$ cat config.mk
export PLATFORM = sky130hd
export DESIGN_NAME = knn_point_cloud_selector
export DESIGN_NICKNAME = d
export VERILOG_FILES = /design/src/hdl/knnpcs_pkg.sv /design/src/hdl/knnpcs_ram.sv /design/src/hdl/knnpcs_dist.sv /design/src/hdl/knnpcs_list.sv /design/src/hdl/knn_point_cloud_selector.sv
export SDC_FILE = /design/constraint.sdc
export NUM_CORES = 2
export LEC_CHECK = 0
export BUFFER_PORTS_ARGS = -buffer_cell sky130_fd_sc_hd__buf_2
export CAP_MARGIN = 0
export CORE_MARGIN = 2
export CORE_UTILIZATION = 40
export CTS_CLUSTER_SIZE = 40
export DETAILED_ROUTE_END_ITERATION = 12
export MAX_ROUTING_LAYER = met4
export PLACE_DENSITY = 0.53
export SLEW_MARGIN = 30
export SYNTH_ARGS = -nofsm -noshare
export SYNTH_HDL_FRONTEND = slang
export SYNTH_SLANG_ARGS = --single-unit
$ cat constraint.sdc
create_clock -name clock -period 13.2 [get_ports clock]
set_input_delay 2.64 -clock clock [delete_from_list [all_inputs] [get_ports clock]]
set_output_delay 2.64 -clock clock [all_outputs]
set_load 0.02 [all_outputs]
$ cat src/hdl/knnpcs_pkg.sv
`default_nettype none
package knnpcs_pkg;

   localparam int DEF_MAX_POINTS  = 16;
   localparam int DEF_TOP_K       = 3;
   localparam int DEF_COORD_WIDTH = 16;

   // fixed port widths
   localparam int COORD_IN_WIDTH = 16;
   localparam int QIDX_WIDTH     = 4;
   localparam int RANK_WIDTH     = 2;
   localparam int NIDX_WIDTH     = 4;

   typedef struct packed {
      logic valid;
      logic first;
   } dist_ctl_type;

   typedef struct packed {
      logic clear;
      logic insert;
   } list_ctl_type;

endpackage
`default_nettype wire

$ cat src/hdl/knnpcs_ram.sv
`default_nettype none
module knnpcs_ram #(
   parameter int WIDTH = 48,
   parameter int DEPTH = 16
) (
   input  wire logic                     clock,
   input  wire logic                     wr_en,
   input  wire logic [$clog2(DEPTH)-1:0] wr_addr,
   input  wire logic [WIDTH-1:0]         wr_data,
   input  wire logic [$clog2(DEPTH)-1:0] rd_addr,
   output      logic [WIDTH-1:0]         rd_data
);

   logic [WIDTH-1:0] mem_ff [DEPTH];

   always_ff @(posedge clock) begin
      if (wr_en) begin
         mem_ff[wr_addr] <= wr_data;
      end
      rd_data <= mem_ff[rd_addr];
   end

endmodule
`default_nettype wire

$ cat src/hdl/knnpcs_dist.sv
`default_nettype none
module knnpcs_dist #(
   parameter int COORD_WIDTH = knnpcs_pkg::DEF_COORD_WIDTH
) (
   input  wire logic                       clock,
   input  wire logic                       reset,
   input  wire knnpcs_pkg::dist_ctl_type   ctl,
   input  wire logic [COORD_WIDTH-1:0]     coord_a,
   input  wire logic [COORD_WIDTH-1:0]     coord_b,
   output      logic [2*COORD_WIDTH+1:0]   sum_sq
);

   localparam int CW = COORD_WIDTH;
   localparam int SW = 2 * CW + 2;

   logic signed [CW:0]   diff;
   logic        [CW:0]   mag;
   logic        [2*CW-1:0] sq_in;
   logic        [2*CW-1:0] sq_ff;
   logic                 sq_valid_ff;
   logic                 sq_first_ff;
   logic        [SW-1:0] acc_ff;

   always_comb begin
      diff  = $signed({coord_a[CW-1], coord_a}) - $signed({coord_b[CW-1], coord_b});
      mag   = diff[CW] ? $unsigned(-diff) : $unsigned(diff);
      sq_in = mag[CW-1:0] * mag[CW-1:0];
   end

   // square one axis into a register, then fold it into the running sum in the next cycle
   always_ff @(posedge clock) begin
      if (reset) begin
         sq_valid_ff <= 1'b0;
         sq_first_ff <= 1'b0;
      end else begin
         sq_valid_ff <= ctl.valid;
         sq_first_ff <= ctl.first;
      end
      sq_ff <= sq_in;
      if (sq_valid_ff) begin
         acc_ff <= sq_first_ff ? SW'(sq_ff) : acc_ff + SW'(sq_ff);
      end
   end

   assign sum_sq = acc_ff;

endmodule
`default_nettype wire

$ cat src/hdl/knnpcs_list.sv
`default_nettype none
module knnpcs_list #(
   parameter int TOP_K      = knnpcs_pkg::DEF_TOP_K,
   parameter int DIST_WIDTH = 2 * knnpcs_pkg::DEF_COORD_WIDTH + 2,
   parameter int IDX_WIDTH  = 4,
   parameter int RW         = (TOP_K > 1) ? $clog2(TOP_K) : 1
) (
   input  wire logic                     clock,
   input  wire logic                     reset,
   input  wire knnpcs_pkg::list_ctl_type ctl,
   input  wire logic [DIST_WIDTH-1:0]    cand_dist,
   input  wire logic [IDX_WIDTH-1:0]     cand_idx,
   input  wire logic [RW-1:0]            rank,
   output      logic [IDX_WIDTH-1:0]     rank_idx,
   output      logic                     rank_valid
);

   logic [DIST_WIDTH-1:0] dist_ff  [TOP_K];
   logic [IDX_WIDTH-1:0]  idx_ff   [TOP_K];
   logic [TOP_K-1:0]      valid_ff;
   logic [TOP_K-1:0]      closer;

   // closer is monotone over the sorted list: the first set bit is the insert slot
   always_comb begin
      for (int d = 0; d < TOP_K; d++) begin
         closer[d] = !valid_ff[d] || (cand_dist < dist_ff[d]);
      end
   end

   for (genvar d = 0; d < TOP_K; d++) begin : g_slot
      if (d == 0) begin : g_head
         always_ff @(posedge clock) begin
            if (reset || ctl.clear) begin
               valid_ff[d] <= 1'b0;
            end else if (ctl.insert && closer[d]) begin
               valid_ff[d] <= 1'b1;
            end
            if (ctl.insert && closer[d]) begin
               dist_ff[d] <= cand_dist;
               idx_ff[d]  <= cand_idx;
            end
         end
      end else begin : g_tail
         always_ff @(posedge clock) begin
            if (reset || ctl.clear) begin
               valid_ff[d] <= 1'b0;
            end else if (ctl.insert && closer[d]) begin
               valid_ff[d] <= closer[d-1] ? valid_ff[d-1] : 1'b1;
            end
            if (ctl.insert && closer[d]) begin
               // shift down from above, or take the candidate at the slot
               dist_ff[d] <= closer[d-1] ? dist_ff[d-1] : cand_dist;
               idx_ff[d]  <= closer[d-1] ? idx_ff[d-1]  : cand_idx;
            end
         end
      end
   end

   assign rank_idx   = idx_ff[rank];
   assign rank_valid = valid_ff[rank];

endmodule
`default_nettype wire

$ cat src/hdl/knn_point_cloud_selector.sv
`default_nettype none
// k-nearest-neighbor selector for a small 3-D point cloud.
// Input: one point per transaction on req_coord_x/y/z, taken when start is high
// and busy is low. Points fill the store in order; those beyond MAX_POINTS are
// dropped. A point without req_last_point leaves busy low.
// A transaction with req_last_point raises busy and runs the search: for each
// stored point (query) every other point goes through one shared
// subtract/square/accumulate unit, one axis per cycle, then into a sorted
// insertion list of TOP_K entries.
// Each candidate step: store read, three axis passes, accumulate, insert.
// Output: TOP_K results per query, query ascending, nearest first, each on the
// rsp_ ports for one cycle under rsp_valid; rsp_last marks the final one, and
// busy falls in that same cycle. The receiver cannot stall, so results are
// never held. Unfilled ranks show rsp_neighbour_valid low and index zero.
// Reset clears the point count and the sequencer; the store is not cleared.
module knn_point_cloud_selector #(
   parameter int MAX_POINTS  = knnpcs_pkg::DEF_MAX_POINTS,
   parameter int TOP_K       = knnpcs_pkg::DEF_TOP_K,
   parameter int COORD_WIDTH = knnpcs_pkg::DEF_COORD_WIDTH
) (
   input  wire logic                                   clock,
   input  wire logic                                   reset,
   input  wire logic                                   start,
   output      logic                                   busy,
   input  wire logic signed [knnpcs_pkg::COORD_IN_WIDTH-1:0] req_coord_x,
   input  wire logic signed [knnpcs_pkg::COORD_IN_WIDTH-1:0] req_coord_y,
   input  wire logic signed [knnpcs_pkg::COORD_IN_WIDTH-1:0] req_coord_z,
   input  wire logic                                   req_last_point,
   output      logic                                   rsp_valid,
   output      logic [knnpcs_pkg::QIDX_WIDTH-1:0]      rsp_query_index,
   output      logic [knnpcs_pkg::RANK_WIDTH-1:0]      rsp_rank,
   output      logic [knnpcs_pkg::NIDX_WIDTH-1:0]      rsp_neighbour_index,
   output      logic                                   rsp_neighbour_valid,
   output      logic                                   rsp_last
);

   localparam int CW   = COORD_WIDTH;
   localparam int EW   = (CW > knnpcs_pkg::COORD_IN_WIDTH) ? CW : knnpcs_pkg::COORD_IN_WIDTH;
   localparam int PW   = 3 * CW;
   localparam int SW   = 2 * CW + 2;
   localparam int AW   = $clog2(MAX_POINTS);
   localparam int CNTW = $clog2(MAX_POINTS + 1);
   localparam int RW   = (TOP_K > 1) ? $clog2(TOP_K) : 1;

   typedef enum logic [2:0] {
      S_IDLE,
      S_QREAD,
      S_QLATCH,
      S_CREAD,
      S_DIST,
      S_SETTLE,
      S_INSERT,
      S_EMIT
   } state_type;

   state_type         state_ff, state_in;
   logic [CNTW-1:0]   count_ff, count_in;
   logic [CNTW-1:0]   q_ff, q_in;
   logic [CNTW-1:0]   c_ff, c_in;
   logic [1:0]        axis_ff, axis_in;
   logic [RW-1:0]     rank_ff, rank_in;
   logic [PW-1:0]     query_ff, query_in;
   logic              rsp_valid_ff, rsp_valid_in;
   logic [knnpcs_pkg::QIDX_WIDTH-1:0] rsp_qidx_ff, rsp_qidx_in;
   logic [knnpcs_pkg::RANK_WIDTH-1:0] rsp_rank_ff, rsp_rank_in;
   logic [knnpcs_pkg::NIDX_WIDTH-1:0] rsp_nidx_ff, rsp_nidx_in;
   logic              rsp_nvalid_ff, rsp_nvalid_in;
   logic              rsp_last_ff, rsp_last_in;

   logic [EW-1:0]     ext_x, ext_y, ext_z;
   logic              accept;
   logic              wr_en;
   logic [PW-1:0]     wr_data;
   logic [AW-1:0]     rd_addr;
   logic [PW-1:0]     rd_data;
   logic [CW-1:0]     coord_q, coord_c;
   logic [SW-1:0]     sum_sq;
   logic [AW-1:0]     rank_idx;
   logic              rank_valid;
   knnpcs_pkg::dist_ctl_type dist_ctl;
   knnpcs_pkg::list_ctl_type list_ctl;

   assign busy   = (state_ff != S_IDLE);
   assign accept = start && !busy;

   // bits above COORD_WIDTH are ignored; a wider store sees the field unsigned
   assign ext_x   = EW'($unsigned(req_coord_x));
   assign ext_y   = EW'($unsigned(req_coord_y));
   assign ext_z   = EW'($unsigned(req_coord_z));
   assign wr_data = {ext_x[CW-1:0], ext_y[CW-1:0], ext_z[CW-1:0]};
   assign wr_en   = accept && (count_ff < CNTW'(MAX_POINTS));
   assign rd_addr = (state_ff == S_QREAD) ? q_ff[AW-1:0] : c_ff[AW-1:0];

   knnpcs_ram #(
      .WIDTH (PW),
      .DEPTH (MAX_POINTS)
   ) u_store (
      .clock   (clock),
      .wr_en   (wr_en),
      .wr_addr (count_ff[AW-1:0]),
      .wr_data (wr_data),
      .rd_addr (rd_addr),
      .rd_data (rd_data)
   );

   always_comb begin
      case (axis_ff)
         2'd0: begin
            coord_q = query_ff[3*CW-1:2*CW];
            coord_c = rd_data[3*CW-1:2*CW];
         end
         2'd1: begin
            coord_q = query_ff[2*CW-1:CW];
            coord_c = rd_data[2*CW-1:CW];
         end
         default: begin
            coord_q = query_ff[CW-1:0];
            coord_c = rd_data[CW-1:0];
         end
      endcase
   end

   assign dist_ctl.valid = (state_ff == S_DIST);
   assign dist_ctl.first = (axis_ff == 2'd0);

   knnpcs_dist #(
      .COORD_WIDTH (CW)
   ) u_dist (
      .clock   (clock),
      .reset   (reset),
      .ctl     (dist_ctl),
      .coord_a (coord_q),
      .coord_b (coord_c),
      .sum_sq  (sum_sq)
   );

   assign list_ctl.clear  = (state_ff == S_QLATCH);
   assign list_ctl.insert = (state_ff == S_INSERT);

   knnpcs_list #(
      .TOP_K      (TOP_K),
      .DIST_WIDTH (SW),
      .IDX_WIDTH  (AW),
      .RW         (RW)
   ) u_list (
      .clock      (clock),
      .reset      (reset),
      .ctl        (list_ctl),
      .cand_dist  (sum_sq),
      .cand_idx   (c_ff[AW-1:0]),
      .rank       (rank_ff),
      .rank_idx   (rank_idx),
      .rank_valid (rank_valid)
   );

   always_comb begin
      state_in      = state_ff;
      count_in      = count_ff;
      q_in          = q_ff;
      c_in          = c_ff;
      axis_in       = axis_ff;
      rank_in       = rank_ff;
      query_in      = query_ff;
      rsp_valid_in  = 1'b0;
      rsp_qidx_in   = rsp_qidx_ff;
      rsp_rank_in   = rsp_rank_ff;
      rsp_nidx_in   = rsp_nidx_ff;
      rsp_nvalid_in = rsp_nvalid_ff;
      rsp_last_in   = rsp_last_ff;
      case (state_ff)
         S_IDLE: begin
            if (accept) begin
               if (wr_en) begin
                  count_in = count_ff + 1'b1;
               end
               if (req_last_point) begin
                  q_in     = '0;
                  state_in = S_QREAD;
               end
            end
         end
         S_QREAD: begin
            state_in = S_QLATCH;
         end
         S_QLATCH: begin
            query_in = rd_data;
            c_in     = '0;
            state_in = S_CREAD;
         end
         S_CREAD: begin
            if (c_ff == count_ff) begin
               rank_in  = '0;
               state_in = S_EMIT;
            end else if (c_ff == q_ff) begin
               c_in = c_ff + 1'b1;
            end else begin
               axis_in  = 2'd0;
               state_in = S_DIST;
            end
         end
         S_DIST: begin
            axis_in = axis_ff + 2'd1;
            if (axis_ff == 2'd2) begin
               state_in = S_SETTLE;
            end
         end
         S_SETTLE: begin
            state_in = S_INSERT;
         end
         S_INSERT: begin
            c_in     = c_ff + 1'b1;
            state_in = S_CREAD;
         end
         S_EMIT: begin
            rsp_valid_in  = 1'b1;
            rsp_qidx_in   = knnpcs_pkg::QIDX_WIDTH'(q_ff);
            rsp_rank_in   = knnpcs_pkg::RANK_WIDTH'(rank_ff);
            rsp_nidx_in   = rank_valid ? knnpcs_pkg::NIDX_WIDTH'(rank_idx) : '0;
            rsp_nvalid_in = rank_valid;
            rsp_last_in   = (q_ff == count_ff - 1'b1) && (rank_ff == RW'(TOP_K - 1));
            rank_in       = rank_ff + 1'b1;
            if (rank_ff == RW'(TOP_K - 1)) begin
               q_in = q_ff + 1'b1;
               if (q_ff == count_ff - 1'b1) begin
                  count_in = '0;
                  state_in = S_IDLE;
               end else begin
                  state_in = S_QREAD;
               end
            end
         end
         default: begin
            state_in = S_IDLE;
         end
      endcase
   end

   always_ff @(posedge clock) begin
      if (reset) begin
         state_ff     <= S_IDLE;
         count_ff     <= '0;
         q_ff         <= '0;
         c_ff         <= '0;
         axis_ff      <= '0;
         rank_ff      <= '0;
         rsp_valid_ff <= 1'b0;
      end else begin
         state_ff     <= state_in;
         count_ff     <= count_in;
         q_ff         <= q_in;
         c_ff         <= c_in;
         axis_ff      <= axis_in;
         rank_ff      <= rank_in;
         rsp_valid_ff <= rsp_valid_in;
      end
      query_ff      <= query_in;
      rsp_qidx_ff   <= rsp_qidx_in;
      rsp_rank_ff   <= rsp_rank_in;
      rsp_nidx_ff   <= rsp_nidx_in;
      rsp_nvalid_ff <= rsp_nvalid_in;
      rsp_last_ff   <= rsp_last_in;
   end

   assign rsp_valid           = rsp_valid_ff;
   assign rsp_query_index     = rsp_qidx_ff;
   assign rsp_rank            = rsp_rank_ff;
   assign rsp_neighbour_index = rsp_nidx_ff;
   assign rsp_neighbour_valid = rsp_nvalid_ff;
   assign rsp_last            = rsp_last_ff;

   a_rsp_from_emit: assert property (@(posedge clock) disable iff (reset)
      rsp_valid_ff |-> $past(state_ff == S_EMIT))
      else $error("result strobe outside the emit step");

   a_last_frees: assert property (@(posedge clock) disable iff (reset)
      (rsp_valid_ff && rsp_last_ff) |-> (state_ff == S_IDLE && count_ff == '0))
      else $error("final result without return to idle");

   a_count_bound: assert property (@(posedge clock) disable iff (reset)
      count_ff <= CNTW'(MAX_POINTS))
      else $error("point count beyond store depth");

   a_load_counts: assert property (@(posedge clock) disable iff (reset)
      (accept && !req_last_point && count_ff < CNTW'(MAX_POINTS))
      |=> (count_ff == $past(count_ff) + 1'b1))
      else $error("stored point not counted");

   a_insert_in_range: assert property (@(posedge clock) disable iff (reset)
      (state_ff == S_INSERT) |-> (c_ff < count_ff && c_ff != q_ff))
      else $error("candidate index out of range or equal to query");

endmodule
`default_nettype wire
# Word-level counts from Yosys, hierarchy flattened
# Memories as Yosys holds them, arrays and structs flattened. A register that Yosys moved wholly into a read port is not among the register bits.
# Index checks and enable logic that the tools add are counted.
[totals]
memories = 3
latch_bits = 0
elab_cells = 138
register_bits = 150
ramBits = 882
rom_bits = 0
[classes]
muxes = 47
n_div = 0
magnitude_cmp = 5
bitwise_logic = 0
eq_ne = 24
reduce_logical = 29
multipliers = 1
add_sub_neg = 9
n_shift = 0
[memory_table]
columns = ["memory", "depth", "width", "read_ports", "rd_ports_with_merged_regs", "wr", "line", "rtl"]
rows = [
  ["u_store.mem_ff", 16, 48, 1, 1, 1, "knnpcs_ram.sv:14", "logic [WIDTH-1:0] mem_ff [DEPTH];"],
  ["u_list.dist_ff", 3, 34, 3, 0, 3, "knnpcs_list.sv:18", "logic [DIST_WIDTH-1:0] dist_ff [TOP_K];"],
  ["u_list.idx_ff", 3, 4, 3, 1, 3, "knnpcs_list.sv:19", "logic [IDX_WIDTH-1:0] idx_ff [TOP_K];"],
]
[ops]
columns = ["cell", "n"]
rows = [
  ["$lt 34x34->1", 3],
  ["$mux 34", 2],
  ["$pmux 16 s2", 2],
  ["$mux 5", 9],
  ["$add 34x32->34", 1],
  ["$mul 16x16->32", 1],
  ["$mux 32", 1],
  ["$pmux 3 s7", 1],
  ["$pmux 5 s2", 2],
  ["$mux 3", 6],
  ["$ne 2x2->1 const B", 9],
  ["$sub 16x16->17", 1],
  ["$mux 16", 1],
  ["$neg 16->16", 1],
  ["$add 5x1->5 const B", 3],
  ["$eq 5x5->1", 3],
  ["$pmux 5 s3", 1],
  ["$mux 1", 13],
  ["$eq 3x3->1 const B", 4],
  ["$mux 4", 3],
  ["$reduce_and 5->1", 2],
  ["$pmux 2 s2", 2],
  ["$eq 3x2->1 const B", 2],
  ["$logic_and 1x1->1", 6],
  ["other kinds (21)", 36],
]

# Logic depth before layout (Yosys ltp)
[logic_depth]
ltp_word = 7
mapped_depth = 44
depth_no_buf = 41

# By module
# Synthesis repeated with hierarchy kept, for this count alone.
[hier_totals]
hier_cells = 3615
area_unflattened_um2 = 52972.1
[by_module_without_submodules]
columns = ["module", "area_per_inst_um2", "seq_area_each_um2", "cells_each", "instances"]
rows = [
  ["knnpcs_ram", 29691.0, 24023.0, 1242, 1],
  ["knnpcs_dist", 11950.2, 1681.6, 1347, 1],
  ["knnpcs_list", 7433.4, 3483.3, 672, 1],
  ["knn_point_cloud_selector", 3897.5, 2262.2, 354, 1],
]

# Least setup slack after synthesis
# Ideal clock, no wire load.
[synth_timing]
path_type = "flip-flop to flip-flop"
startpoint = "reg axis_ff[0]"
endpoint = "reg u_dist.sq_ff[31]"
setup_slack_ps = 3781
setup_time_ps = 119
path_stages_with_launch = 39
arrival_time_ps = 9301
t_required_ps = 13081
path_cell_list = "dfxtp_1 > inv_1 > ha_1 > clkbuf_1 > nor2_1 > clkbuf_1 > a21oi_1 > ha_1 > fa_1 > nor2b_1 > o31a_1 > xor2_1 > nor3_1 > nand4_1 > nor4_2 > or2_2 > xor2_1 > buf_2 > [3 not listed] > fa_1 > inv_1 > fa_1 > inv_1 > fa_1 > fa_1 > fa_1 > inv_1 > ha_1 > a21o_1 > a21o_1 > a21oi_1 > nor4b_2 > o31ai_1 > a221o_1 > a221oi_1 > xnor2_1 > xnor2_1"
[synth_lines]
columns = ["item", "line", "rtl"]
rows = [
  ["start: declaration", "knn_point_cloud_selector.sv:60", "logic [1:0] axis_ff, axis_in;"],
  ["start signal: assignment", "knn_point_cloud_selector.sv:252", "axis_ff <= axis_in;"],
  ["end signal: assignment", "knnpcs_dist.sv:39", "sq_ff <= sq_in;"],
  ["end: declaration", "knnpcs_dist.sv:19", "logic [2*CW-1:0] sq_ff;"],
]

==> summary by stage <==
Synth
The combined area of all synthesized cells is 54800 sq um. In the synthesized netlist, the number of instances is 4558. The adder and majority gate portion of the synthesized area is 11.8%. For this run, the number of Yosys warnings is 0. For this run, the leading register cell type out of synthesis is edfxtp_1. After synthesis, the share of cell area in mux cells is 1.15%.

The flop and latch count out of synthesis is 1083. The share of synthesized flip-flops with an asynchronous set or reset is 0%. The post-synth net total is 5029. The sequential share of the synthesized area is 57.4%. A synthesized cell averages 12.0 sq um. Counting flops with a built-in enable in the synthesized netlist gives 976.

The combinational family with the most area after synthesis is compound AO/OA/AOI/OAI gates. The distinct cell type count of the synthesized netlist is 81. After Yosys synthesis, XOR and XNOR cells account for 1.90% of the synthesized area. The compound-cell area share of the yosys netlist is 13.2%. The area fraction in and, or, nand and nor cells after synthesis is 10.3%.

Floorplanning
Measured along the y axis, the die boundary spans 374 um. The die area is 140000 sq um. The horizontal extent of the die is 374 um. The starting density of the core is 40.4%.

The count of boundary I/O pins is 66. The number of rows created at floorplan is 135. The core region is 136000 sq um.

Global route
Summed over all layers, the global routing overflow is 0. The number of antenna violations at the first check in global routing came to 15. Entering global routing, the biggest net connects 191 pins. The number of global-route vias before repair came to 34419. The first global-routing pass estimated 210000 um of wire. In the global route stage, overall resource usage came out at 20.0%.

Clock tree
The clock passes through at most 3 buffers. TritonCTS built the clock tree. The hold buffer count at CTS is 0.

Clock latency on the worst-skew pair, taken at its later pin, is 0.76 ns. The number of setup buffers added after CTS is 0. The number of CTS-inserted buffers is 114.

The clock net in this run drives a total of 1083 sinks. The buffer cell driving the clock tree root is clkbuf_16. After clock tree synthesis, the repair step resized 0 gates. The register clock-pin slew on the reported worst setup and hold paths is 0.06 ns. CTS built an H-tree with a depth of 3.

Flow run
The number of violations of the max-capacitance limit is 0.

Detailed routing
After detailed routing, the number of remaining DRC violations is 0. The total wirelength of the detailed-routed design is 136000 um. The routed length per placed instance is 21.1 um.

The first detailed-routing pass took 5 iterations. In this run, the number of DRC markers left after iteration 0 of detailed routing was 2298. In the routed layout, each cell is associated on average with a via count of 5.41. The post-detailed-route count of antenna-violating nets is 0.

The routed layout has 34863 vias.

Worst setup path
The highest fanout seen on the critical path is 34. By startpoint and endpoint, the worst setup path is classified as reg2reg. STA classifies the critical path endpoint as a register. The nature of the critical path startpoint is a register. The slowest stage cell on the critical path is xor2_1. For this run, the slowest stage of the critical path takes 0.60 ns.

The required time at the endpoint of the critical path is 13.78 ns. The cell occurring most often along the worst timing path is fa_1. The arrival time of the worst setup path is 11.61 ns.

Timing
The actual slew at the worst max-slew pin is 1.01 ns. The clock arrives with 0.104 ns of skew. The final cycle utilization of the critical path is 83.5%. The worst pin sits at a relative slew slack of 32.7%. The final worst setup slack is 2.18 ns.

Setup repair after global routing left no endpoint under its margin. Derived from the worst setup path, the maximum achievable clock frequency is 90.7 MHz. Summed over all failing endpoints, the final setup total negative slack is 0 ns. The total count of max-transition violations in the final report was 0. The number of setup violations in the final report is 0. The hold violation count in the final report is 0. The final critical-path required period is 11.02 ns.

Finish
Across the whole layout, storage elements account for 31500 sq um. The filler cells instantiated in the layout total 12421. Compared with the post-synthesis result, the final layout area differs by 11.2%. The area of all placed cells without fillers is 60900 sq um. Summing all multi-input logic gate instances after layout gives 21200 sq um. The total number of nets in the final design is 5022.

The fraction of layout cells with a size suffix above 1 is 8.56%.

Place
The total cell area at the placement stage is 57200 sq um. Before CTS, the worst setup slack after placement is 2.19 ns. The quantity of I/O buffers inserted on ports is 65. The routability congestion estimate is 0.845. Summed over all nets, the half-perimeter wirelength after detailed placement is 81000 um.

Status
The run finished with clean final reports.

Worst hold path
The worst hold path belongs to the class reg2reg.
[metrics by stage]
step	utilization [%]	std cells	hold slack (ns)
after floorplan	-	4558	0.406
after global placement	42.1	6213	0.415
after detailed placement	42.1	6215	0.427
after CTS	44.9	6430	0.372
after global routing	44.9	6441	0.387
final	44.9	6443	0.394
[worst paths after layout]
path                                          to                start  cells past startpoint  slack, ns
worst max-delay path            u_dist.sq_ff[31]           axis_ff[0]                     35       2.18
worst min-delay path                query_ff[18]  u_store.rd_data[18]                      0       0.39
worst max register to register  u_dist.sq_ff[31]           axis_ff[0]                     35       2.18
worst min register to register      query_ff[18]  u_store.rd_data[18]                      0       0.39
[cells in the mapped netlist (5+ instances only)]
cell,n,area [sq um]
clkbuf_1,232,871
a311oi_1,97,850
xor2_1,48,420
a211oi_1,251,1880
a211o_1,5,43.8
mux2i_1,11,110
and3_1,7,43.8
o22ai_1,9,56.3
a31oi_1,104,651
o21bai_1,12,90.1
mux2_2,44,495
or3_1,49,307
nor2b_1,13,81.3
buf_1,6,22.5
o211ai_1,42,315
a22oi_1,18,135
fa_1,163,3260
nor3_1,36,180
a21oi_1,245,1230
nor2_1,166,623
dfxtp_1,107,2140
xnor2_1,60,526
nand2b_1,27,169
and2_1,198,1240
nand3_1,60,300
edfxtp_1,976,29300
or2_2,8,50.1
nand2_1,593,2230
inv_1,360,1350
buf_2,12,60.1
o21a_1,16,120
ha_1,256,3200
or2_1,5,31.3
o32ai_1,33,289
a21o_1,89,668
nand4_1,29,181
a22o_1,17,149
o31ai_1,7,52.6
o21ai_0,76,380
[cell type report]
class,count,area share [%]
Clock inverter,38,0.645
Antenna cell,12,0.0493
Timing Repair Buffer,128,1.46
Clock buffer,177,5.42
Sequential cell,1083,51.6
Multi-Input combinational cell,2857,34.9
Inverter,367,2.26
Tap cell,1781,3.66
[registers in the layout (all words and copies together) (netlist names), 3 cells and up]
name and flops:
c_ff 5, rsp_neighbour_index 4, state_ff 3, u_dist.sum_sq 34, query_ff 48, u_list.idx_ff 12, rsp_query_index 4, u_list.dist_ff 102
q_ff 5, u_dist.sq_ff 31, u_store.rd_data 48, u_store.mem_ff 768, u_list.valid_ff 3, count_ff 5
[routing by layer]
metal	share of wire [%]	global-route usage [%]	routed length, um
met1	45	26.5	61400
met2	49	32.6	66100
met3	4.3	3.03	5890
met4	1.9	4.11	2530
met5	0	-	0
[cells by family (layout without fill, tap and decap cells)]
group	count (synthesis)	in the layout
DFF	1083	1083
xor gates and xnor gates	113	113
other	0	12
AOI/OAI and AO/OA	1052	1052
and+or+nand+nor	1217	1217
muxes	56	56
buffers and inverters	618	710
adders and majority gates	419	419
[cell usage in the layout (no fill, tap or decap), types with 32 or more instances in the layout]
cell	n
nor3_1	32
nand2_1	593
dfxtp_1	106
and2_1	198
o21ai_0	75
buf_2	65
edfxtp_1	976
a21o_1	89
a211oi_1	250
inv_1	360
buf_4	57
ha_1	256
o211ai_1	42
clkbuf_1	42
xor2_1	48
clkbuf_16	114
fa_1	163
a31oi_1	104
mux2_2	42
a311oi_1	97
a21oi_1	244
o32ai_1	33
nand3_1	60
nor2_1	152
xnor2_1	60
or3_1	49
[worst max-delay path, delay by kind of cell, from the launching register on]
kind	cells	cell delay (ns)
XOR/XNOR	4	1.04
AND/OR/NAND/NOR	8	2.47
adder cells (fa/ha/maj)	10	4.15
flip-flops	1	0.38
AO/OA/AOI/OAI	6	1.48
buffers and inverters	7	1.35
Power is left out: the tool's default activity adds up to more than one toggle a clock period on the data nets, which glitch-free logic cannot reach.
